<file path="config.mk">
export PLATFORM = sky130hd
export DESIGN_NAME = btffa_alu
export DESIGN_NICKNAME = d
export VERILOG_FILES = /design/src/rtl/boundary_tag_first_fit_allocator_defines.svh /design/src/rtl/btffa_pkg.sv /design/src/rtl/btffa_alu.sv
export SDC_FILE = /design/constraint.sdc
export NUM_CORES = 1
export LEC_CHECK = 0
export ABC_AREA = 1
export BUFFER_PORTS_ARGS = -buffer_cell sky130_fd_sc_hd__buf_2
export CAP_MARGIN = 20
export CORE_MARGIN = 5
export CORE_UTILIZATION = 35
export DETAILED_ROUTE_END_ITERATION = 12
export MAX_ROUTING_LAYER = met4
export PLACE_DENSITY = 0.59
export SLEW_MARGIN = 5
export SYNTH_ARGS = -nofsm -noshare
export SYNTH_HDL_FRONTEND = slang
export SYNTH_SLANG_ARGS = --single-unit
</file>
<file path="constraint.sdc">
create_clock -name vclk -period 2.8
set_input_delay 0.14 -clock vclk [all_inputs]
set_output_delay 0.14 -clock vclk [all_outputs]
set_load 0.01 [all_outputs]
</file>
<file path="src/rtl/boundary_tag_first_fit_allocator_defines.svh">
// assertion macros for the boundary tag allocator
`ifndef BOUNDARY_TAG_FIRST_FIT_ALLOCATOR_DEFINES_SVH
`define BOUNDARY_TAG_FIRST_FIT_ALLOCATOR_DEFINES_SVH

`ifndef SYNTH

// same-cycle implication
`define BTFFA_ASSERT_SAME(name, ante, cons) \
    name: assert property (@(posedge clk) disable iff (!rst_n) (ante) |-> (cons)) \
        else $error("allocator check failed");

// next-cycle implication
`define BTFFA_ASSERT_NEXT(name, ante, cons) \
    name: assert property (@(posedge clk) disable iff (!rst_n) (ante) |=> (cons)) \
        else $error("allocator check failed");

`else

`define BTFFA_ASSERT_SAME(name, ante, cons)
`define BTFFA_ASSERT_NEXT(name, ante, cons)

`endif

`endif

</file>
<file path="src/rtl/btffa_pkg.sv">
package btffa_pkg;

    // width of internal address and size arithmetic, wide enough to keep sign
    localparam int VW = 38;

    typedef logic [VW-1:0] val_t;

    // operation codes
    localparam logic OP_ALLOC = 1'b0;
    localparam logic OP_FREE  = 1'b1;

    // status codes
    localparam logic [1:0] STATUS_DONE  = 2'd0;
    localparam logic [1:0] STATUS_NULL  = 2'd1;
    localparam logic [1:0] STATUS_LIMIT = 2'd2;

    // heap layout after reset
    localparam int         INIT_BREAK    = 4112;
    localparam int         INIT_CHUNK    = 4096;
    localparam int         MIN_BLOCK     = 16;
    localparam logic [31:0] PROLOGUE_TAG = 32'd9;
    localparam logic [31:0] EPILOGUE_TAG = 32'd1;
    localparam int         PRO_HDR_WORD  = 1;
    localparam int         PRO_FTR_WORD  = 2;
    localparam int         FREE_HDR_WORD = 3;
    localparam int         FREE_FTR_WORD = 1026;
    localparam int         EPI_WORD      = 1027;

endpackage

</file>
<file path="src/rtl/btffa_alu.sv">
module btffa_alu import btffa_pkg::*; #(
    parameter int HEAP_BYTES = 1048576,
    localparam int IW        = $clog2(HEAP_BYTES / 4)
) (
    input  val_t          a,
    input  val_t          b,
    input  logic          sub,
    output val_t          sum,
    output logic          oob,
    output logic [IW-1:0] idx
);

    // shared add/subtract with heap range check on the result
    always_comb
    begin
        sum = a + (sub ? ~b : b) + val_t'(sub);
        oob = sum[VW-1] || (sum >= val_t'(HEAP_BYTES));
        idx = sum[2 +: IW];
    end

endmodule
</file>
==> impl_metrics.csv <==
group,metric,value,unit
placement,hpwlAfterDp,11300,um
sta,fin_ws,0.116,ns
final_layout,stdcell_count,944,
floorplanning,die_y,111,um
floorplanning,start_util,36.1,%
synthesis,ys.warnings.count,0,
floorplanning,rows,36,
worst_setup_path,cpMostUsedCell,"nand3_1",
detailed_routing,wl,12900,um
final_layout,num-nets-final,927,
detailed_routing,via_per_inst,4.67,
detailed_routing,vias,4406,
power_and_ir_drop,power.leakage,2.82,nW
synthesis,netlist.area_leader.share,25.1,%
final_layout,layout_common_cells,"nand2_1 (219), buf_2 (133), inv_1 (131)",
worst_setup_path,cp_cell_sequence,"buf_4 -> clkbuf_16 -> xor2_1 -> ha_1 -> nand2_2 -> nor2_1 -> nand2_1 -> nor3_1 -> nand2_2 -> nand3_1 -> nand3_1 -> nor2_1 -> nand2_1 -> nor2_2 -> nand3_1 -> buf_2",
worst_setup_path,path_max_fanout,10,
sta,hold_viol_final,0,
floorplanning,die-area,12300,sq um
synthesis,synth.area.top_cells,"nand2_1 (25%), inv_1 (14%), xor2_1 (14%)",
global_routing,grt_pass1_vias,4264,
final_layout,final_common_cell,"nand2_1",
sta,tns,0,ns
worst_setup_path,cp-end-kind,"output pin",
placement,numPlacedInstances,935,
final_layout,antennaDiodeCount,0,
final_layout,drive_gt1_share,31.8,%
worst_setup_path,critical-path-max-stage-delay,0.41,ns
sta,final_max_slew_viol_count,0,
synthesis,yosysTopAreaCell,"nand2_1",
detailed_routing,drt_pass1_iterations,5,
global_routing,track_usage,20.0,%
sta,finalCritPeriodShare,95.8,%
worst_setup_path,path_buf_inv,3,
synthesis,synthCells,672,
worst_setup_path,cpMaxStageDelayCell,"ha_1",
floorplanning,core_area,9860,sq um
power_and_ir_drop,ir_worst_vdd,0.139,mV
sta,tightest_slew,0.369,ns
run,maxCapViolCount,0,
placement,gp_congestion,0.901,
final_layout,nClkBuffers,0,
worst_setup_path,crit_family,"simple AND/OR/NAND/NOR gates",
sta,fin_crit,2.68,ns
synthesis,ys_types,27,
worst_setup_path,critPathLaunchType,"input port",
hold_path,hp-class,"input port to output pin",
sta,rsz0062_at_grt,"false",
sta,fmax,0.373,GHz
global_routing,grt_overflow,0,
power_and_ir_drop,pwr_density_cell,363,nW/um^2
final_layout,seq_area,0,sq um
floorplanning,io_pins,134,
detailed_routing,antenna_left,0,
synthesis,avgSynthCellArea,5.29,sq um
global_routing,grt_pass1_wl,20400,um
final_layout,nFlopsAndLatches,0,
detailed_routing,drt_iter0_drc,197,
sta,slew_headroom,75.2,%
final_layout,area_growth_syn_to_layout,33.8,%
placement,place_ws,0.0312,ns
clock_network,hold_buffers,0,
floorplanning,die_w,111,um
synthesis,seq_area_frac_synth,0,%
power_and_ir_drop,power,1.73,mW
status,status,"finished, final reports clean",
detailed_routing,wl_per_cell,13.6,um
global_routing,antenna_found_initial,0,
placement,portBuffers,134,
detailed_routing,drc_errors,0,
synthesis,syn_nets,786,
worst_setup_path,critPathKind,"input port to output pin",
worst_setup_path,critPathRequiredTime,2.66,ns
synthesis,syn_area,3560,sq um
worst_setup_path,worstPathArrival,2.54,ns
global_routing,grt_max_degree,22,
sta,setup_violations,0,
==> per-stage QoR <==
step	instance area [sq um]	hold WS (ns)	utilization, %
after floorplan	3560	0.356	-
after global placement	4400	0.560	44.6
after detailed placement	4400	0.583	44.6
after CTS	4400	0.584	44.6
after global routing	4760	0.614	48.2
final	4760	0.578	48.2
==> final timing paths <==
check  from      to  slack, ns  cells after the start
max     sub     oob       0.12                     16
min    a[0]  sum[0]       0.58                      3
==> tightest hold or removal path, delay by kind of cell <==
family / cells / cell delay, ns
XOR/XNOR: 1 / 0.07
buffers and inverters: 2 / 0.24
==> cells by family (layout without fill, tap and decap cells) <==
logic type,Yosys count,count (layout),synth area share [%]
xor+xnor,57,57,14.0
simple gates,377,377,47.0
compound gates,48,48,7.53
fa+ha+maj,37,37,13.2
buf+inv,153,292,18.2
==> synth_stat cells, types with 3 or more instances <==
library cell / count
nand2_1: 238
inv_1: 131
xor2_1: 55
nor2_1: 44
ha_1: 36
nand3_1: 35
a21oi_1: 28
buf_4: 18
nand2_2: 18
nor2_2: 13
nand3_2: 7
o21ai_0: 7
nand4_1: 6
o21bai_1: 6
nor3_1: 5
buf_2: 4
nand3b_1: 3
nor2_4: 3
nor3_2: 3
==> repair_timing <==
action                     CTS  global route
setup buffers                0             7
gates resized for setup      0            71
setup endpoints to repair    0             1
==> cell type report <==
cell class                 count  area [sq um]
timing repair buffer         161           936
tap                          133           166
multi-input combinational    519          3160
inverter                     131           492
fill                        1114          5110
==> per-layer routing <==
metal	vias to the layer above	GRT usage, %	share of wire, %	routed length (um)
li1	2317	-	-	-
met1	1992	27.8	48	6220
met2	93	33.7	47	5990
met3	4	1.09	4.8	611
met4	0	0.739	0.33	42
met5	-	-	0	0
==> power breakdown <==
group | switching (mW) | internal (mW) | total (mW) | leakage [nW]
clock | 0 | 0 | 0 | 0
combinational | 1.06 | 0.672 | 1.73 | 2.82
sequential | 0 | 0 | 0 | 0
(Power assumes the default switching activity.)
